`src/rtl/assert_macros.svh`:
```
// shared assertion macros, clocked on clk_i and held off while rst_ni is low
`ifndef ASSERT_MACROS_SVH
`define ASSERT_MACROS_SVH

// property must hold at every edge outside reset
`define ASSERT_PROP(label, prop, msg) \
  label: assert property (@(posedge clk_i) disable iff (!rst_ni) prop) else $error(msg);

// expression must never be true outside reset
`define ASSERT_NEVER(label, expr, msg) \
  label: assert property (@(posedge clk_i) disable iff (!rst_ni) !(expr)) else $error(msg);

`endif

```
`src/rtl/wcm_pkg.sv`:
```
package wcm_pkg;

  localparam int unsigned SCREEN_HEIGHT = 512;
  localparam int unsigned TILE_SIZE     = 64;

  localparam int unsigned TEX_H_W   = 13;
  localparam int unsigned NUM_W     = 17;
  localparam int unsigned QUO_W     = 13;
  localparam int unsigned REM_W     = 30;
  localparam int unsigned DSH_W     = 29;
  localparam int unsigned DIV_STEPS = QUO_W;
  localparam int unsigned CFG_IDX_W = 3;

  localparam logic [11:0] TEX_ROW_MAX = 12'hFFF;
  localparam logic [TEX_H_W-1:0] TEX_H_RESET = 13'd64;

  // register indexes
  localparam logic [CFG_IDX_W-1:0] REG_TEX_HEIGHT_0 = 3'd0;
  localparam logic [CFG_IDX_W-1:0] REG_TEX_HEIGHT_1 = 3'd1;
  localparam logic [CFG_IDX_W-1:0] REG_TEX_HEIGHT_2 = 3'd2;
  localparam logic [CFG_IDX_W-1:0] REG_TEX_HEIGHT_3 = 3'd3;

  // fields that ride along with an item
  typedef struct packed {
    logic [9:0] column;
    logic [8:0] row;
    logic       in_wall;
    logic [1:0] texture;
    logic [5:0] tex_col;
  } wcm_side_t;

  // one item inside the divider pipe
  typedef struct packed {
    wcm_side_t          side;
    logic [REM_W-1:0]   rem;
    logic [DSH_W-1:0]   dsh;
    logic [QUO_W-1:0]   quo;
  } wcm_div_t;

endpackage

```
`src/rtl/wcm_div_step.sv`:
```
`include "assert_macros.svh"

module wcm_div_step (
  input  logic              clk_i,
  input  logic              rst_ni,
  input  logic              valid_i,
  input  wcm_pkg::wcm_div_t data_i,
  output logic              stall_o,
  output logic              valid_o,
  output wcm_pkg::wcm_div_t data_o,
  input  logic              stall_i
);

  logic              valid_q;
  wcm_pkg::wcm_div_t data_q, data_d;
  logic              ready;
  logic              ge;

  assign ready   = !valid_q || !stall_i;
  assign stall_o = !ready;

  // one restoring step: compare, subtract, shift in a quotient bit
  always_comb begin
    ge          = {1'b0, data_i.dsh} <= data_i.rem;
    data_d      = data_i;
    data_d.rem  = ge ? (data_i.rem - {1'b0, data_i.dsh}) : data_i.rem;
    data_d.quo  = {data_i.quo[wcm_pkg::QUO_W-2:0], ge};
    data_d.dsh  = data_i.dsh >> 1;
  end

  always_ff @(posedge clk_i or negedge rst_ni) begin
    if (!rst_ni) begin
      valid_q <= 1'b0;
    end else if (ready) begin
      valid_q <= valid_i;
    end
  end

  always_ff @(posedge clk_i) begin
    if (ready && valid_i) begin
      data_q <= data_d;
    end
  end

  assign valid_o = valid_q;
  assign data_o  = data_q;

  `ASSERT_PROP(a_hold_on_stall, valid_q && stall_i |=> valid_q && $stable(data_q), "item changed while stalled")
  `ASSERT_PROP(a_rem_bound, valid_q |-> (data_q.rem < {data_q.dsh, 1'b0}) || (data_q.rem == '0), "remainder out of bound")
  `ASSERT_PROP(a_dsh_shift, valid_i && !stall_o |=> data_q.dsh == ($past(data_i.dsh) >> 1), "divisor not shifted")

endmodule

```
`src/rtl/wall_column_texture_mapper_unit.sv`:
```
// throughput: one item per cycle while the output is not stalled; every stage holds one item and the 13-step
//   restoring divider is unrolled one quotient bit per stage
// stalls back up stage by stage, so bubbles are squeezed out while the output waits
// reset: asynchronous active low, empties the pipe and sets all texture heights to 64
`include "assert_macros.svh"

module wall_column_texture_mapper_unit (
  input  logic                               clk_i,
  input  logic                               rst_ni,
  // configuration writes
  input  logic                               cfg_we_i,
  input  logic [wcm_pkg::CFG_IDX_W-1:0]      cfg_idx_i,
  input  logic [wcm_pkg::TEX_H_W-1:0]        cfg_data_i,
  // input items
  input  logic                               in_valid_i,
  output logic                               in_stall_o,
  input  logic [9:0]                         column_i,
  input  logic [8:0]                         row_i,
  input  logic [15:0]                        wall_height_i,
  input  logic [1:0]                         texture_index_i,
  input  logic                               hit_vertical_i,
  input  logic [15:0]                        hit_x_i,
  input  logic [15:0]                        hit_y_i,
  // result items
  output logic                               out_valid_o,
  input  logic                               out_stall_i,
  output logic [9:0]                         out_column_o,
  output logic [8:0]                         out_row_o,
  output logic                               in_wall_o,
  output logic [1:0]                         out_texture_o,
  output logic [5:0]                         tex_col_o,
  output logic [11:0]                        tex_row_o
);

  localparam logic [15:0] TILE_MASK = 16'(wcm_pkg::TILE_SIZE - 1);
  localparam logic [17:0] SCR_H     = 18'(wcm_pkg::SCREEN_HEIGHT);

  // texture height registers
  logic [3:0][wcm_pkg::TEX_H_W-1:0] tex_height_q;

  always_ff @(posedge clk_i or negedge rst_ni) begin
    if (!rst_ni) begin
      tex_height_q <= {4{wcm_pkg::TEX_H_RESET}};
    end else if (cfg_we_i) begin
      case (cfg_idx_i)
        wcm_pkg::REG_TEX_HEIGHT_0: tex_height_q[0] <= cfg_data_i;
        wcm_pkg::REG_TEX_HEIGHT_1: tex_height_q[1] <= cfg_data_i;
        wcm_pkg::REG_TEX_HEIGHT_2: tex_height_q[2] <= cfg_data_i;
        wcm_pkg::REG_TEX_HEIGHT_3: tex_height_q[3] <= cfg_data_i;
        default: ;  // indexes past the list are dropped
      endcase
    end
  end

  // handshake chain, each stage moves when it is empty or its successor moves
  logic ready_a, ready_b, ready_c, ready_out;
  logic a_valid_q, b_valid_q, c_valid_q, out_valid_q;
  logic [wcm_pkg::DIV_STEPS:0] div_valid;
  logic [wcm_pkg::DIV_STEPS:0] div_stall;
  wcm_pkg::wcm_div_t           div_data [wcm_pkg::DIV_STEPS+1];

  assign ready_out = !out_valid_q || !out_stall_i;
  assign ready_c   = !c_valid_q || !div_stall[0];
  assign ready_b   = !b_valid_q || ready_c;
  assign ready_a   = !a_valid_q || ready_b;
  assign in_stall_o = !ready_a;

  // stage a: capture the item, pick the texture column
  wcm_pkg::wcm_side_t a_side_q;
  logic [15:0]        a_h_q;
  logic [15:0]        hit_sel;

  assign hit_sel = hit_vertical_i ? hit_y_i : hit_x_i;

  always_ff @(posedge clk_i or negedge rst_ni) begin
    if (!rst_ni) begin
      a_valid_q <= 1'b0;
    end else if (ready_a) begin
      a_valid_q <= in_valid_i;
    end
  end

  always_ff @(posedge clk_i) begin
    if (ready_a && in_valid_i) begin
      a_side_q.column  <= column_i;
      a_side_q.row     <= row_i;
      a_side_q.in_wall <= 1'b0;
      a_side_q.texture <= texture_index_i;
      a_side_q.tex_col <= 6'(hit_sel & TILE_MASK);
      a_h_q            <= wall_height_i;
    end
  end

  // stage b: wall span, numerator and texture height
  logic [17:0] h_ext, row_ext, span_start, span_end, num_sum;
  logic        h_small, wall_b, num_pos;
  logic [wcm_pkg::NUM_W-1:0] num_b;
  wcm_pkg::wcm_side_t        b_side_d;

  wcm_pkg::wcm_side_t         b_side_q;
  logic [wcm_pkg::NUM_W-1:0]  b_num_q;
  logic [wcm_pkg::TEX_H_W-1:0] b_th_q;
  logic [15:0]                b_h_q;

  always_comb begin
    h_ext      = 18'(a_h_q);
    row_ext    = 18'(a_side_q.row);
    h_small    = h_ext < SCR_H;
    span_start = h_small ? ((SCR_H - h_ext) >> 1) : 18'd0;
    span_end   = h_small ? ((SCR_H + h_ext) >> 1) : SCR_H;
    // zero height is never wall
    wall_b     = (a_h_q != 16'd0) && (row_ext >= span_start) && (row_ext < span_end);
    num_sum    = {row_ext[16:0], 1'b0} + h_ext;
    // top edge row can give -1, which clamps to 0
    num_pos    = num_sum > SCR_H;
    num_b      = (wall_b && num_pos) ? wcm_pkg::NUM_W'(num_sum - SCR_H) : '0;
    b_side_d         = a_side_q;
    b_side_d.in_wall = wall_b;
  end

  always_ff @(posedge clk_i or negedge rst_ni) begin
    if (!rst_ni) begin
      b_valid_q <= 1'b0;
    end else if (ready_b) begin
      b_valid_q <= a_valid_q;
    end
  end

  always_ff @(posedge clk_i) begin
    if (ready_b && a_valid_q) begin
      b_side_q <= b_side_d;
      b_num_q  <= num_b;
      b_th_q   <= tex_height_q[a_side_q.texture];
      b_h_q    <= a_h_q;
    end
  end

  // stage c: dividend num * th, divisor 2h aligned to the top quotient bit
  wcm_pkg::wcm_div_t c_data_q;

  always_ff @(posedge clk_i or negedge rst_ni) begin
    if (!rst_ni) begin
      c_valid_q <= 1'b0;
    end else if (ready_c) begin
      c_valid_q <= b_valid_q;
    end
  end

  always_ff @(posedge clk_i) begin
    if (ready_c && b_valid_q) begin
      c_data_q.side <= b_side_q;
      c_data_q.rem  <= wcm_pkg::REM_W'(b_num_q) * wcm_pkg::REM_W'(b_th_q);
      c_data_q.dsh  <= wcm_pkg::DSH_W'(b_h_q) << wcm_pkg::QUO_W;
      c_data_q.quo  <= '0;
    end
  end

  // divider: one quotient bit per stage, quotient below th whenever th is nonzero
  assign div_valid[0] = c_valid_q;
  assign div_data[0]  = c_data_q;
  assign div_stall[wcm_pkg::DIV_STEPS] = !ready_out;

  for (genvar k = 0; k < wcm_pkg::DIV_STEPS; k++) begin : g_div
    wcm_div_step u_step (
      .clk_i   (clk_i),
      .rst_ni  (rst_ni),
      .valid_i (div_valid[k]),
      .data_i  (div_data[k]),
      .stall_o (div_stall[k]),
      .valid_o (div_valid[k+1]),
      .data_o  (div_data[k+1]),
      .stall_i (div_stall[k+1])
    );
  end

  // output register: saturate and clear tex_row outside the wall
  wcm_pkg::wcm_div_t  fin;
  wcm_pkg::wcm_side_t out_side_q;
  logic [11:0]        out_tex_row_q;
  logic [11:0]        tex_row_d;

  assign fin = div_data[wcm_pkg::DIV_STEPS];

  always_comb begin
    if (!fin.side.in_wall) begin
      tex_row_d = 12'd0;
    end else if (fin.quo[wcm_pkg::QUO_W-1]) begin
      tex_row_d = wcm_pkg::TEX_ROW_MAX;
    end else begin
      tex_row_d = fin.quo[11:0];
    end
  end

  always_ff @(posedge clk_i or negedge rst_ni) begin
    if (!rst_ni) begin
      out_valid_q <= 1'b0;
    end else if (ready_out) begin
      out_valid_q <= div_valid[wcm_pkg::DIV_STEPS];
    end
  end

  always_ff @(posedge clk_i) begin
    if (ready_out && div_valid[wcm_pkg::DIV_STEPS]) begin
      out_side_q    <= fin.side;
      out_tex_row_q <= tex_row_d;
    end
  end

  assign out_valid_o   = out_valid_q;
  assign out_column_o  = out_side_q.column;
  assign out_row_o     = out_side_q.row;
  assign in_wall_o     = out_side_q.in_wall;
  assign out_texture_o = out_side_q.texture;
  assign tex_col_o     = out_side_q.tex_col;
  assign tex_row_o     = out_tex_row_q;

  `ASSERT_PROP(a_no_row_off_wall, out_valid_q && !out_side_q.in_wall |-> out_tex_row_q == 12'd0, "tex_row set outside wall")
  `ASSERT_PROP(a_bad_idx_ignored, cfg_we_i && cfg_idx_i[2] |=> $stable(tex_height_q), "write past register list took effect")
  `ASSERT_PROP(a_out_hold, out_valid_q && out_stall_i |=> out_valid_q && $stable(out_side_q) && $stable(out_tex_row_q), "result lost under stall")
  `ASSERT_NEVER(a_zero_h_wall, b_valid_q && b_side_q.in_wall && (b_h_q == 16'd0), "zero height marked as wall")

endmodule

```
`config.mk`:
```
export PLATFORM = sky130hd
export DESIGN_NAME = wall_column_texture_mapper_unit
export DESIGN_NICKNAME = d
export VERILOG_FILES = /design/src/rtl/wcm_pkg.sv /design/src/rtl/wcm_div_step.sv /design/src/rtl/wall_column_texture_mapper_unit.sv
export VERILOG_INCLUDE_DIRS = /design/src /design/src/rtl
export SDC_FILE = /design/constraint.sdc
export NUM_CORES = 2
export LEC_CHECK = 0
export ABC_CLOCK_PERIOD_IN_PS = 8900
export BUFFER_PORTS_ARGS = -buffer_cell sky130_fd_sc_hd__buf_2
export CELL_PAD_IN_SITES_DETAIL_PLACEMENT = 0
export CELL_PAD_IN_SITES_GLOBAL_PLACEMENT = 1
export CORE_UTILIZATION = 55
export DETAILED_ROUTE_END_ITERATION = 8
export PLACE_DENSITY = 0.87
export SETUP_SLACK_MARGIN = 0.4
export SYNTH_ARGS = -nofsm -noshare
export SYNTH_HDL_FRONTEND = slang
export SYNTH_SLANG_ARGS = --single-unit
export TNS_END_PERCENT = 100
```
`constraint.sdc`:
```
create_clock -name clk_i -period 8.9 [get_ports clk_i]
set_clock_uncertainty 0.15 [all_clocks]
set_input_delay 2.67 -clock clk_i [delete_from_list [all_inputs] [get_ports clk_i]]
set_output_delay 2.67 -clock clk_i [all_outputs]
set_load 0.03 [all_outputs]
```
==> out/results.ini <==
[timing]
post-route-period-util_pct=90.50
rsz0062_at_grt=false
fin_crit_ns=8.055
final_max_slew_viol_count=0
max_freq_mhz=124.2
max-slew-margin-rel_pct=26.98
tns_ns=0
tightest_slew_ns=1.093
hold_viol=0
finalSetupViolCount=0

[final_layout]
layout.nets=5403
final_area_sq_um=69370
area_delta_synth_final_pct=10.49
final_common_cell=edfxtp_1
drive_above_1_share_pct=9.089
final_cell_mix=1238 x edfxtp_1, 525 x inv_1, 314 x ha_1
multiInputGateArea_sq_um=21660
nFillCells=8255
ff_latch_area_sq_um=38910

[placed_design]
io_buffers=112
gp_congestion=0.8663
hpwl_microns=83520
dpl_cell_area_sq_um=65170

[synth]
avgSynthCellArea_sq_um=13.54
synth_warnings=0
ys_types=83
synth-seq-cells=1307
synth_enable_flop_cells=1238
ys_async_sr_fraction_pct=5.279
synthCells=4639
syn_area_sq_um=62790
ys_seq_area_share_pct=61.96
synthFlopType=edfxtp_1
synth_nets=5222

[critical_path]
worstPathCellList=buf_2 > nand4_1 > inv_1 > and3_1 > nand2_1 > nor3_1 > nand2_1 > nor2_1 > nand4_1 > inv_1 > buf_2
end_kind=output pin
crit_slowest_cell=nor3_1
path_depth=11
crit_required_ns=6.08
crit_arrival_ns=5.23
regToRegSetupSlack_ns=2.42
startpoint=out_stall_i
cp_max_fo=5
cpPeakStageDelay_ns=0.74
crit_end=in_stall_o
reg2reg_depth=21
r2r_start=b_th_q[6]$_DFFE_PP_
reg2reg_to=c_data_q[71]$_DFFE_PP_
crit_type=in -> out
path_delay_family=simple AND/OR/NAND/NOR gates
start_kind=input pin
path_buf_inv=4

[global_routing]
grt_util_all_layers_pct=21.53
grt_max_degree=82
antenna_found_initial=2
grt_pass1_wl_microns=196100
grt_pass1_vias=37500
grt_overflow=0

[clocking]
cts.clk_slew.worst_paths_ns=0.06
cts_tree=yes
h-tree-depth=4
holdBufCountCts=0
cts.path.max_buffers=3
cts_buffers=133
cts-root-buf=clkbuf_16
cts_sinks=1307
clock_latency_ns=0.77
cts_setup_buffers=0
post_cts_resize_count=0

[pwr]
power.density_nw_per_um2=337.1
swShare_pct=34.69
pwr-share-clk_pct=22.9
p_int_mw=15.27
finalPower_mw=23.38
seqPwrFrac_pct=41.0
peakVddDrop_mv=0.2594
power.leakage_nw=27.29
p_sw_mw=8.112
power.share.combinational_pct=36.1

[drt]
num_vias=35590
drt-initial-drc-count=2014
wl_per_cell_microns=18.98
routed_wirelength_microns=121900
drt.antenna.violating_nets=0
vias_per_cell=5.545
dr.pass1.iters=5
drcViolationCount=0

[die]
dieArea_sq_um=115500
io-pin-count=133
fp.dieH_microns=339.9
core_area_sq_um=112800
start_util_pct=55.66
die_x_microns=339.9
rows=123

[status]
status=finished, final reports clean

[run]
drv_cap=0

[hold_path]
min_path_type=reg -> reg

[registers in the layout, summed over array words and instances (netlist names), 2 cells and up]
signal                flops
c_data_q                 74
b_th_q                   13
a_h_q                    16
out_texture_o             2
g_div.u_step.data_o    1007
out_column_o             10
b_side_q                 28
b_h_q                    16
a_side_q                 27
out_row_o                 9
b_num_q                  17
tex_row_o                12
tex_height_q             52
tex_col_o                 6
g_div.u_step.valid_o     13
[cell families after synthesis]
group / Yosys count / synth area share [%]
compound gates: 690 / 6.887
xor+xnor: 254 / 3.543
fa+ha+maj: 492 / 11.93
flops: 1307 / 61.96
buf+inv: 618 / 3.722
mux: 144 / 2.794
simple gates: 1134 / 9.158
[routing by layer]
layer | share of wire (%) | vias up | global-route usage, % | routed length [microns]
met2 | 55 | 780 | 41.34 | 67220
li1 | - | 16990 | - | -
met4 | 4.4 | 0 | 10.17 | 5386
met1 | 37 | 17540 | 23.02 | 45070
met3 | 3.4 | 293 | 2.999 | 4190
met5 | 0 | - | 0 | 0
[Yosys cell counts, drive strengths merged, types with 62 or more instances]
cell	n	area, sq um
nor3	84	420.4
fa	178	3563
dfrtp	65	1627
xnor2	169	1480
clkbuf	79	296.5
a21o	79	593.1
nor2	238	893.4
inv	526	1974
a21oi	249	1246
xor2	85	744.5
edfxtp	1238	37180
mux2	120	1351
o21ai	128	644.4
nand2	287	1077
ha	314	3929
nand3	62	310.3
nand2b	63	394.1
and2	124	775.7
[area by class of cell]
cell class / instances / share of cell area, %
clock buffers: 169 / 5.097
clock inverters: 64 / 0.9595
well taps: 1500 / 2.705
diodes: 1 / 0.003607
inverters: 526 / 2.846
repair buffers: 138 / 1.089
multi-input cells: 2714 / 31.22
flip-flops and latches: 1307 / 56.08
[worst min-delay path by stage]
stage                                               startpoint                                     to  cells past startpoint
after floorplan                          a_side_q[0]$_DFFE_PP_                  b_side_q[0]$_DFFE_PP_                      0
after global routing      g_div[9].u_step.data_o[92]$_DFFE_PP_  g_div[10].u_step.data_o[92]$_DFFE_PP_                      0
final                                       b_h_q[7]$_DFFE_PP_                 c_data_q[33]$_DFFE_PP_                      0
after detailed placement                a_side_q[22]$_DFFE_PP_                 b_side_q[22]$_DFFE_PP_                      0
after CTS                                   b_h_q[7]$_DFFE_PP_                 c_data_q[33]$_DFFE_PP_                      0
after global placement    g_div[10].u_step.data_o[1]$_DFFE_PP_   g_div[11].u_step.data_o[2]$_DFFE_PP_                      0
[stage by stage]
step	util, %	setup WS [ns]	hold slack, ns	instances
finish	61.50	0.8454	0.2513	6419
global route	61.50	0.6704	0.2584	6419
CTS	61.50	0.8317	0.2494	6418
detailed placement	57.77	1.027	0.2545	6185
global placement	57.77	1.127	0.2500	6185
floorplan	-	1.282	0.2503	4639
[power by group through the flow]
stage / Sequential [mW] / Combinational (mW) / Clock [mW]
finish: 9.58 / 8.44 / 5.36
CTS: 9.59 / 8.51 / 5.47
global route: 9.71 / 9.55 / 5.69
detailed placement: 9.67 / 8.40 / 0
floorplan: 9.42 / 6.52 / 0
global placement: 9.60 / 8.27 / 0
Power figures use the tool's default switching activity.
